--- src/hw/rtl/fnpll_pkg.sv ---
`default_nettype none

package fnpll_pkg;

  localparam int REF_W     = 29;
  localparam int FREQ_W    = 32;
  localparam int WORD_W    = 24;
  localparam int INT_W     = 16;
  localparam int FRAC_W    = 24;
  localparam int CODE_W    = 3;
  localparam int MAX_SHIFT = 6;
  localparam int DIVIDEND_W = FREQ_W + FRAC_W + MAX_SHIFT;
  localparam int QUOT_W    = INT_W + FRAC_W;
  localparam int DIV_STEPS = DIVIDEND_W;
  localparam int STEP_W    = $clog2(DIV_STEPS);
  localparam int PROD_W    = FRAC_W + REF_W;
  localparam int ACC_W     = INT_W + REF_W + 1;
  localparam int IDX_W     = 3;

  localparam logic [REF_W-1:0] REF_RESET = REF_W'(10000000);

  localparam logic [FREQ_W-1:0] THR_DIV1  = 32'd1500000000;
  localparam logic [FREQ_W-1:0] THR_DIV2  = 32'd750000000;
  localparam logic [FREQ_W-1:0] THR_DIV4  = 32'd375000000;
  localparam logic [FREQ_W-1:0] THR_DIV8  = 32'd187500000;
  localparam logic [FREQ_W-1:0] THR_DIV16 = 32'd93750000;
  localparam logic [FREQ_W-1:0] THR_DIV32 = 32'd46875000;

  // fixed register words
  localparam logic [WORD_W-1:0] WORD_R2 = 24'hA00002;
  localparam logic [WORD_W-1:0] WORD_R3 = 24'h000453;
  localparam logic [WORD_W-1:0] WORD_R5 = 24'h400005;

  localparam logic KIND_WORD = 1'b0;
  localparam logic KIND_FREQ = 1'b1;

  typedef enum logic [1:0] {
    CMD_SET  = 2'd0,
    CMD_INIT = 2'd1,
    CMD_READ = 2'd2,
    CMD_NOP  = 2'd3
  } cmd_t;

  typedef enum logic [2:0] {
    W_R0,
    W_R1,
    W_R2,
    W_R3,
    W_R4,
    W_R5,
    W_FREQ
  } word_sel_t;

  typedef enum logic [2:0] {
    S_IDLE,
    S_DIV,
    S_STORE,
    S_MUL_F,
    S_MUL_I,
    S_ADD,
    S_EMIT
  } state_t;

  typedef struct packed {
    logic      div_init;
    logic      div_step;
    logic      div_store;
    logic      mul_frac;
    logic      mul_int;
    logic      mul_add;
    logic      emit;
    word_sel_t word;
    logic      last;
  } ctrl_cmd_t;

endpackage

`default_nettype wire

--- src/hw/rtl/fnpll_req_if.sv ---
`default_nettype none

interface fnpll_req_if;
  logic        valid;
  logic        ready;
  logic [1:0]  command;
  logic [31:0] target_hz;

  modport source (output valid, output command, output target_hz, input ready);
  modport sink   (input valid, input command, input target_hz, output ready);
endinterface

`default_nettype wire

--- src/hw/rtl/fnpll_rsp_if.sv ---
`default_nettype none

interface fnpll_rsp_if;
  logic        valid;
  logic        ready;
  logic [23:0] reg_word;
  logic [31:0] freq_readback;
  logic        kind;
  logic        last;

  modport source (output valid, output reg_word, output freq_readback, output kind,
                  output last, input ready);
  modport sink   (input valid, input reg_word, input freq_readback, input kind,
                  input last, output ready);
endinterface

`default_nettype wire

--- src/hw/rtl/fnpll_ctrl.sv ---
`default_nettype none

module fnpll_ctrl (
  input  logic                clk,
  input  logic                rst,
  input  logic                req_valid,
  output logic                req_ready,
  input  logic [1:0]          req_command,
  input  logic                out_free,
  output fnpll_pkg::ctrl_cmd_t ctl
);

  fnpll_pkg::state_t                   state, state_next;
  fnpll_pkg::cmd_t                     cmd_q, cmd_q_next;
  logic [fnpll_pkg::STEP_W-1:0]        step_cnt, step_cnt_next;
  logic [fnpll_pkg::IDX_W-1:0]         idx, idx_next;
  fnpll_pkg::word_sel_t                seq_word;
  logic                                seq_last;

  always_ff @(posedge clk) begin
    if (rst) begin
      state    <= fnpll_pkg::S_IDLE;
      cmd_q    <= fnpll_pkg::CMD_NOP;
      step_cnt <= '0;
      idx      <= '0;
    end else begin
      state    <= state_next;
      cmd_q    <= cmd_q_next;
      step_cnt <= step_cnt_next;
      idx      <= idx_next;
    end
  end

  // output word order per command
  always_comb begin
    seq_word = fnpll_pkg::W_FREQ;
    seq_last = 1'b1;
    unique case (cmd_q)
      fnpll_pkg::CMD_SET: begin
        unique case (idx)
          3'd0:    begin seq_word = fnpll_pkg::W_R4; seq_last = 1'b0; end
          3'd1:    begin seq_word = fnpll_pkg::W_R1; seq_last = 1'b0; end
          default: begin seq_word = fnpll_pkg::W_R0; seq_last = 1'b1; end
        endcase
      end
      fnpll_pkg::CMD_INIT: begin
        unique case (idx)
          3'd0:    begin seq_word = fnpll_pkg::W_R5; seq_last = 1'b0; end
          3'd1:    begin seq_word = fnpll_pkg::W_R4; seq_last = 1'b0; end
          3'd2:    begin seq_word = fnpll_pkg::W_R3; seq_last = 1'b0; end
          3'd3:    begin seq_word = fnpll_pkg::W_R2; seq_last = 1'b0; end
          3'd4:    begin seq_word = fnpll_pkg::W_R1; seq_last = 1'b0; end
          default: begin seq_word = fnpll_pkg::W_R0; seq_last = 1'b1; end
        endcase
      end
      fnpll_pkg::CMD_READ: begin
        seq_word = fnpll_pkg::W_FREQ;
        seq_last = 1'b1;
      end
      fnpll_pkg::CMD_NOP: begin
        seq_word = fnpll_pkg::W_FREQ;
        seq_last = 1'b1;
      end
    endcase
  end

  always_comb begin
    state_next    = state;
    cmd_q_next    = cmd_q;
    step_cnt_next = step_cnt;
    idx_next      = idx;
    req_ready     = 1'b0;
    ctl           = '0;
    ctl.word      = seq_word;
    ctl.last      = seq_last;
    unique case (state)
      fnpll_pkg::S_IDLE: begin
        req_ready     = 1'b1;
        step_cnt_next = '0;
        idx_next      = '0;
        if (req_valid) begin
          cmd_q_next = fnpll_pkg::cmd_t'(req_command);
          unique case (fnpll_pkg::cmd_t'(req_command))
            fnpll_pkg::CMD_SET: begin
              ctl.div_init = 1'b1;
              state_next   = fnpll_pkg::S_DIV;
            end
            fnpll_pkg::CMD_INIT: state_next = fnpll_pkg::S_EMIT;
            fnpll_pkg::CMD_READ: state_next = fnpll_pkg::S_MUL_F;
            fnpll_pkg::CMD_NOP:  state_next = fnpll_pkg::S_IDLE;
          endcase
        end
      end
      fnpll_pkg::S_DIV: begin
        ctl.div_step  = 1'b1;
        step_cnt_next = step_cnt + 1'b1;
        if (step_cnt == fnpll_pkg::STEP_W'(fnpll_pkg::DIV_STEPS - 1)) begin
          state_next = fnpll_pkg::S_STORE;
        end
      end
      fnpll_pkg::S_STORE: begin
        ctl.div_store = 1'b1;
        state_next    = fnpll_pkg::S_EMIT;
      end
      fnpll_pkg::S_MUL_F: begin
        ctl.mul_frac = 1'b1;
        state_next   = fnpll_pkg::S_MUL_I;
      end
      fnpll_pkg::S_MUL_I: begin
        ctl.mul_int = 1'b1;
        state_next  = fnpll_pkg::S_ADD;
      end
      fnpll_pkg::S_ADD: begin
        ctl.mul_add = 1'b1;
        state_next  = fnpll_pkg::S_EMIT;
      end
      fnpll_pkg::S_EMIT: begin
        if (out_free) begin
          ctl.emit = 1'b1;
          idx_next = idx + 1'b1;
          if (seq_last) begin
            state_next = fnpll_pkg::S_IDLE;
          end
        end
      end
      default: state_next = fnpll_pkg::S_IDLE;
    endcase
  end

endmodule

`default_nettype wire

--- src/hw/rtl/fnpll_dp.sv ---
`default_nettype none

module fnpll_dp (
  input  logic                          clk,
  input  logic                          rst,
  input  fnpll_pkg::ctrl_cmd_t          ctl,
  input  logic [fnpll_pkg::FREQ_W-1:0]  target_hz,
  input  logic                          cfg_we,
  input  logic [fnpll_pkg::REF_W-1:0]   cfg_data,
  input  logic                          out_ready,
  output logic                          out_free,
  output logic                          out_valid,
  output logic [fnpll_pkg::WORD_W-1:0]  reg_word,
  output logic [fnpll_pkg::FREQ_W-1:0]  freq_readback,
  output logic                          kind,
  output logic                          last
);

  logic [fnpll_pkg::REF_W-1:0]      ref_clock_hz;
  logic [fnpll_pkg::INT_W-1:0]      int_part;
  logic [fnpll_pkg::FRAC_W-1:0]     frac_part;
  logic [fnpll_pkg::CODE_W-1:0]     out_div_code;

  logic [fnpll_pkg::DIVIDEND_W-1:0] dividend;
  logic [fnpll_pkg::REF_W-1:0]      rem;
  logic [fnpll_pkg::QUOT_W-1:0]     quot;
  logic [fnpll_pkg::PROD_W-1:0]     prod;
  logic [fnpll_pkg::ACC_W-1:0]      acc;

  logic [fnpll_pkg::CODE_W-1:0]     code_new;
  logic [fnpll_pkg::DIVIDEND_W-1:0] dividend_init;
  logic [fnpll_pkg::REF_W:0]        trial;
  logic [fnpll_pkg::REF_W:0]        trial_sub;
  logic                             trial_ge;
  logic [fnpll_pkg::FRAC_W-1:0]     mul_a;
  logic [fnpll_pkg::PROD_W-1:0]     mul_p;
  logic [fnpll_pkg::ACC_W-1:0]      acc_shr;

  always_comb begin
    priority if (target_hz >= fnpll_pkg::THR_DIV1)  code_new = 3'd0;
    else if (target_hz >= fnpll_pkg::THR_DIV2)      code_new = 3'd1;
    else if (target_hz >= fnpll_pkg::THR_DIV4)      code_new = 3'd2;
    else if (target_hz >= fnpll_pkg::THR_DIV8)      code_new = 3'd3;
    else if (target_hz >= fnpll_pkg::THR_DIV16)     code_new = 3'd4;
    else if (target_hz >= fnpll_pkg::THR_DIV32)     code_new = 3'd5;
    else                                            code_new = 3'd6;
  end

  assign dividend_init = {{fnpll_pkg::MAX_SHIFT{1'b0}}, target_hz,
                          {fnpll_pkg::FRAC_W{1'b0}}} << code_new;

  // restoring divide, one dividend bit per cycle; a zero reference gives all ones
  assign trial     = {rem, dividend[fnpll_pkg::DIVIDEND_W-1]};
  assign trial_ge  = (trial >= {1'b0, ref_clock_hz});
  assign trial_sub = trial - {1'b0, ref_clock_hz};

  assign mul_a = ctl.mul_int ? {{(fnpll_pkg::FRAC_W - fnpll_pkg::INT_W){1'b0}}, int_part}
                             : frac_part;
  assign mul_p = {{fnpll_pkg::REF_W{1'b0}}, mul_a} * {{fnpll_pkg::FRAC_W{1'b0}}, ref_clock_hz};

  assign acc_shr = acc >> out_div_code;

  always_ff @(posedge clk) begin
    if (rst) begin
      ref_clock_hz <= fnpll_pkg::REF_RESET;
      int_part     <= '0;
      frac_part    <= '0;
      out_div_code <= '0;
    end else begin
      if (cfg_we) begin
        ref_clock_hz <= cfg_data;
      end
      if (ctl.div_init) begin
        out_div_code <= code_new;
      end
      if (ctl.div_store) begin
        int_part  <= quot[fnpll_pkg::QUOT_W-1:fnpll_pkg::FRAC_W];
        frac_part <= quot[fnpll_pkg::FRAC_W-1:0];
      end
    end
  end

  always_ff @(posedge clk) begin
    if (ctl.div_init) begin
      dividend <= dividend_init;
      rem      <= '0;
      quot     <= '0;
    end else if (ctl.div_step) begin
      dividend <= {dividend[fnpll_pkg::DIVIDEND_W-2:0], 1'b0};
      rem      <= trial_ge ? trial_sub[fnpll_pkg::REF_W-1:0] : trial[fnpll_pkg::REF_W-1:0];
      quot     <= {quot[fnpll_pkg::QUOT_W-2:0], trial_ge};
    end
  end

  // readback: frac*ref, then int*ref with (frac*ref)>>24, then sum
  always_ff @(posedge clk) begin
    if (ctl.mul_frac || ctl.mul_int) begin
      prod <= mul_p;
    end
    if (ctl.mul_int) begin
      acc <= {{(fnpll_pkg::ACC_W - fnpll_pkg::REF_W){1'b0}},
              prod[fnpll_pkg::PROD_W-1:fnpll_pkg::FRAC_W]};
    end else if (ctl.mul_add) begin
      acc <= acc + prod[fnpll_pkg::ACC_W-1:0];
    end
  end

  assign out_free = !out_valid || out_ready;

  always_ff @(posedge clk) begin
    if (rst) begin
      out_valid <= 1'b0;
    end else if (ctl.emit) begin
      out_valid <= 1'b1;
    end else if (out_ready) begin
      out_valid <= 1'b0;
    end
  end

  always_ff @(posedge clk) begin
    if (ctl.emit) begin
      last          <= ctl.last;
      kind          <= fnpll_pkg::KIND_WORD;
      freq_readback <= '0;
      unique case (ctl.word)
        fnpll_pkg::W_R0: reg_word <= {int_part, 8'h00};
        fnpll_pkg::W_R1: reg_word <= {frac_part[fnpll_pkg::WORD_W-5:0], 4'h1};
        fnpll_pkg::W_R2: reg_word <= fnpll_pkg::WORD_R2;
        fnpll_pkg::W_R3: reg_word <= fnpll_pkg::WORD_R3;
        fnpll_pkg::W_R4: reg_word <= {1'b0, out_div_code, 20'h00004};
        fnpll_pkg::W_R5: reg_word <= fnpll_pkg::WORD_R5;
        fnpll_pkg::W_FREQ: begin
          reg_word      <= '0;
          kind          <= fnpll_pkg::KIND_FREQ;
          freq_readback <= acc_shr[fnpll_pkg::FREQ_W-1:0];
        end
        default: reg_word <= '0;
      endcase
    end
  end

endmodule

`default_nettype wire

--- src/hw/rtl/frac_n_pll_divider_programmer.sv ---
// Fractional-N PLL divider programmer.
// req channel: one item = command (set / init / readback / nop) and target_hz.
// rsp channel: 24-bit register words (kind 0) or a rebuilt frequency (kind 1),
// with last marking the final result of an item. cfg_we/cfg_data write the
// reference clock in hertz; the user must do so only while the block is idle,
// as the block does not enforce it. Set: a restoring divider takes one
// dividend bit per cycle over 62 bits, then R4, R1 and R0 follow one per
// cycle while rsp is not stalled. Init: words R5..R0 in that order.
// Readback: one shared 24x29 multiplier used twice plus an add, run through
// the states S_MUL_F, S_MUL_I and S_ADD.
// One item is worked on at a time; the next is accepted once the last result
// of the previous one sits in the output register.
// A stalled rsp holds the output register; the sequencer waits on it.
// Reset (synchronous, active high) sets the reference to 10 MHz and clears
// the stored integer part, fraction and output divider code.
`default_nettype none

module frac_n_pll_divider_programmer (
  input  logic                         clk,
  input  logic                         rst,
  fnpll_req_if.sink                    req,
  fnpll_rsp_if.source                  rsp,
  input  logic                         cfg_we,
  input  logic [fnpll_pkg::REF_W-1:0]  cfg_data
);

  fnpll_pkg::ctrl_cmd_t ctl;
  logic                 out_free;

  fnpll_ctrl u_ctrl (
    .clk         (clk),
    .rst         (rst),
    .req_valid   (req.valid),
    .req_ready   (req.ready),
    .req_command (req.command),
    .out_free    (out_free),
    .ctl         (ctl)
  );

  fnpll_dp u_dp (
    .clk           (clk),
    .rst           (rst),
    .ctl           (ctl),
    .target_hz     (req.target_hz),
    .cfg_we        (cfg_we),
    .cfg_data      (cfg_data),
    .out_ready     (rsp.ready),
    .out_free      (out_free),
    .out_valid     (rsp.valid),
    .reg_word      (rsp.reg_word),
    .freq_readback (rsp.freq_readback),
    .kind          (rsp.kind),
    .last          (rsp.last)
  );

endmodule

`default_nettype wire

--- src/flat_wrapper.sv ---
// flat-port wrapper written by rule: the top's interface ports become plain ports
module frac_n_pll_divider_programmer_flat 
  (clk, rst, cfg_we, cfg_data, req_valid, req_command, req_target_hz, req_ready, rsp_valid, rsp_reg_word, rsp_freq_readback, rsp_kind, rsp_last, rsp_ready);
  fnpll_req_if req_i ();
  fnpll_rsp_if rsp_i ();
  input  logic clk;
  input  logic rst;
  input  logic cfg_we;
  input  logic [fnpll_pkg::REF_W-1:0] cfg_data;
  input wire logic [$bits(req_i.valid)-1:0] req_valid;
  input wire logic [$bits(req_i.command)-1:0] req_command;
  input wire logic [$bits(req_i.target_hz)-1:0] req_target_hz;
  output wire logic [$bits(req_i.ready)-1:0] req_ready;
  output wire logic [$bits(rsp_i.valid)-1:0] rsp_valid;
  output wire logic [$bits(rsp_i.reg_word)-1:0] rsp_reg_word;
  output wire logic [$bits(rsp_i.freq_readback)-1:0] rsp_freq_readback;
  output wire logic [$bits(rsp_i.kind)-1:0] rsp_kind;
  output wire logic [$bits(rsp_i.last)-1:0] rsp_last;
  input wire logic [$bits(rsp_i.ready)-1:0] rsp_ready;
  assign req_i.valid = req_valid;
  assign req_i.command = req_command;
  assign req_i.target_hz = req_target_hz;
  assign req_ready = req_i.ready;
  assign rsp_valid = rsp_i.valid;
  assign rsp_reg_word = rsp_i.reg_word;
  assign rsp_freq_readback = rsp_i.freq_readback;
  assign rsp_kind = rsp_i.kind;
  assign rsp_last = rsp_i.last;
  assign rsp_i.ready = rsp_ready;
  frac_n_pll_divider_programmer u_core (.clk(clk), .rst(rst), .req(req_i), .rsp(rsp_i), .cfg_we(cfg_we), .cfg_data(cfg_data));
endmodule
--- config.mk ---
export PLATFORM = sky130hd
export DESIGN_NAME = frac_n_pll_divider_programmer_flat
export DESIGN_NICKNAME = d
export VERILOG_FILES = /design/src/hw/rtl/fnpll_pkg.sv /design/src/hw/rtl/fnpll_req_if.sv /design/src/hw/rtl/fnpll_rsp_if.sv /design/src/hw/rtl/fnpll_ctrl.sv /design/src/hw/rtl/fnpll_dp.sv /design/src/hw/rtl/frac_n_pll_divider_programmer.sv /design/src/flat_wrapper.sv
export SDC_FILE = /design/constraint.sdc
export NUM_CORES = 2
export LEC_CHECK = 0
export ABC_AREA = 1
export BUFFER_PORTS_ARGS = -buffer_cell sky130_fd_sc_hd__buf_4
export CAP_MARGIN = 40
export CORE_MARGIN = 5
export CORE_UTILIZATION = 55
export DETAILED_ROUTE_END_ITERATION = 8
export PLACE_DENSITY = 0.72
export SYNTH_ARGS = -nofsm -noshare
export SYNTH_HDL_FRONTEND = slang
export SYNTH_SLANG_ARGS = --single-unit
--- constraint.sdc ---
create_clock -name clk -period 15.7 [get_ports clk]
set_clock_uncertainty 0.1 [all_clocks]
set_input_delay 2.355 -clock clk [delete_from_list [all_inputs] [get_ports clk]]
set_output_delay 2.355 -clock clk [all_outputs]
set_load 0.005 [all_outputs]
==> run_results.csv <==
group,metric,value,unit
status,status,"completed",
worst_setup_path,crit_required,15.90,ns
routing,ant_nets,0,
yosys,synth_flop_cell,"edfxtp_1",
cts,cts_resized,0,
worst_setup_path,crit_family,"adder cells",
cts,cts_made_buffers,41,
sta,rsz0062_at_grt,"false",
cells_and_area,drive_above_1_share,0.0641,
yosys,synth_seq_cells,343,
cts,hold_buffers,0,
placement,portBuffers,126,
routing,drt-pass1-iter-count,6,
global_route,grt_max_degree,81,
yosys,avgSynthCellArea,7.93,um2
worst_setup_path,cp.arrival,9.78,ns
cts,htreeDepth,2,
sta,fin_setup_tns,0,ns
global_route,grt_pass1_wl,203,mm
sta,tightest_slew,0.946,ns
cts,root_buffer,"clkbuf_16",
global_route,globalRouteOverflowTotal,0,
cts,cts_num_sinks,343,
yosys,yosysWarnings,0,
sta,drv_slew,0,
placement,hpwl,104,mm
cells_and_area,layout.nets,6179,
routing,route.detailed.drc,0,
sta,final-hold-violation-count,0,
worst_setup_path,cp_num_buf_inv,9,
yosys,synth-edff-count,177,
yosys,netlist_area,0.0416,mm2
worst_setup_path,critPathMaxFanout,58,
global_route,antenna_found_initial,5,
die,core_area,0.0747,mm2
cts,ctsLongestPathBuffers,3,
routing,vias_per_cell,5.77,
worst_setup_path,cpMostUsedCell,"fa_1",
cts,post_cts_buffers,0,
routing,drt-total-wl,132,mm
die,start_util,0.556,
job,drv_cap,0,
die,io_pins,128,
routing,routed-via-count,36200,
sta,min_period,9.58,ns
yosys,syn-num-nets,6161,
die,die_width,285,um
sta,period_share,0.610,
placement,gp_congestion,1.01,
cts,cts_tree,"built",
worst_setup_path,critPathMaxStageDelay,0.73,ns
cts,clock_latency,0.58,ns
global_route,grt_usage,0.319,
sta,setup_viol_count_final,0,
sta,max_slew_margin,0.369,
worst_setup_path,critical_path_class,"flop to flop",
worst_setup_path,start_kind,"flop",
worst_hold_path,hold_path.class,"flop to flop",
worst_setup_path,critPathSlowestCell,"inv_1",
die,die_area,0.0812,mm2
yosys,synth_seq_area_share,0.208,
sta,max_freq,104,MHz
global_route,grt_pass1_vias,35700,
die,rows,100,
routing,wl_per_cell,21.0,um
cells_and_area,areaGrowthSynthToFinish,8.74,%
die,die_h,285,um
yosys,synthCells,5243,
routing,drt_iter0_drc,3479,
cts,path_clk_slew,0.06,ns
worst_setup_path,crit_path_end_kind,"flop",
yosys,async_reset_ff_frac,0,
yosys,ys_types,53,
-- layout make-up --
| class | instances | area [um2] |
|---|---|---|
| clock buffer | 54 | 1110 |
| fill | 6721 | 29500 |
| sequential | 343 | 8640 |
| multi-input combinational | 3652 | 28200 |
| clock inverter | 19 | 295 |
| tap | 969 | 1210 |
| inverter | 1030 | 3870 |
| antenna | 2 | 5.00 |
| timing repair buffer | 193 | 1810 |
-- cells in the final DEF (no fill, tap or decap), types with 5 or more instances in the layout --
cell type and n:
edfxtp_1 177, o21ai_1 12, inv_2 17, buf_4 170, dfxtp_1 166, buf_8 6
o21a_1 20, a21o_1 15, nor4_1 12, inv_1 999, a21oi_1 279, clkbuf_16 41
a31oi_1 28, nand3b_1 5, bufinv_16 6, or2_2 23, o211ai_1 17, o21bai_1 12
o22ai_1 43, xnor2_1 41, a21boi_0 12, clkbuf_1 9, nand2_2 13, nand3_1 258
nor2_4 6, fa_1 594, a211oi_1 13, o21ai_2 5, nand2_1 939, ha_1 256
nand4_1 24, buf_16 14, o21ai_0 312, xor2_1 54, clkinv_1 16, nor2_2 6
mux2i_1 8, nor3_1 26, nor2_1 586
-- logic make-up (layout without fill, tap and decap cells) --
group,after synthesis,in the layout,share of synthesized area
and+or+nand+nor,1914,1914,0.189
adders and majority gates,850,850,0.363
other,1,3,0.0000902
muxes,8,8,0.00193
xor gates and xnor gates,95,95,0.0200
buffers and inverters,1248,1296,0.115
AOI/OAI and AO/OA,784,784,0.103
DFF,343,343,0.208
-- registers in the layout (all words and copies together), names as in the netlist, 3 cells and up --
name / count
u_core.u_dp.int_part: 16
u_core.u_dp.dividend: 38
u_core.u_ctrl.idx: 3
u_core.u_dp.ref_clock_hz: 29
u_core.u_dp.acc: 39
u_core.u_dp.frac_part: 24
u_core.u_dp.freq_readback: 32
u_core.u_dp.quot: 40
u_core.u_ctrl.state: 3
u_core.u_dp.prod: 53
u_core.u_dp.out_div_code: 3
u_core.u_dp.rem: 29
u_core.u_dp.reg_word: 23
u_core.u_ctrl.step_cnt: 6
-- tightest hold or removal path: cells and delay by family, from the launching register on --
kind	cells	cell delay, ns
buf+inv	1	0.06
flops	1	0.30
compound gates	1	0.06
-- routing by layer --
layer  GRT usage  vias up  part of all wire
met5           0        -           0.00025
met4       0.139        4             0.056
met3      0.0663      426              0.10
met2       0.507     1931              0.45
met1       0.425    17400              0.39
li1            -    16400                 -
-- metrics by stage --
stage / utilization / cell area, um2 / hold slack (ns) / setup WS [ns] / cells
final: 0.605 / 45200 / 0.368 / 6.12 / 6262
after global routing: 0.605 / 45200 / 0.383 / 5.71 / 6260
after CTS: 0.605 / 45200 / 0.362 / 6.23 / 6260
after detailed placement: 0.586 / 43800 / 0.352 / 6.29 / 6187
after global placement: 0.579 / 43200 / 0.349 / 6.14 / 6164
after floorplan: - / 41600 / 0.325 / 6.55 / 5243
-- final timing paths --
| path | cells after the start | to | start | slack, ns |
|---|---|---|---|---|
| setup / recovery | 28 | u_core.u_dp.prod[48] | u_core.u_ctrl.state[1] | 6.12 |
| setup reg to reg | 28 | u_core.u_dp.prod[48] | u_core.u_ctrl.state[1] | 6.12 |
| hold / removal | 2 | u_core.u_dp.int_part[15] | u_core.u_dp.quot[39] | 0.37 |
| hold reg to reg | 2 | u_core.u_dp.int_part[15] | u_core.u_dp.quot[39] | 0.37 |
-- Yosys cell counts, types with 33 or more instances --
master | n | area, um2
inv_1 | 1001 | 3760
nand2_1 | 940 | 3530
fa_1 | 594 | 11900
nor2_1 | 590 | 2210
o21ai_0 | 316 | 1580
a21oi_1 | 279 | 1400
nand3_1 | 258 | 1290
ha_1 | 256 | 3200
edfxtp_1 | 177 | 5320
clkbuf_1 | 166 | 623
dfxtp_1 | 166 | 3320
xor2_1 | 54 | 473
o22ai_1 | 43 | 269
xnor2_1 | 41 | 359
buf_2 | 33 | 165
Power is not shown: default switching activity piles up to over one toggle a cycle in this logic, so the estimate is an artifact.
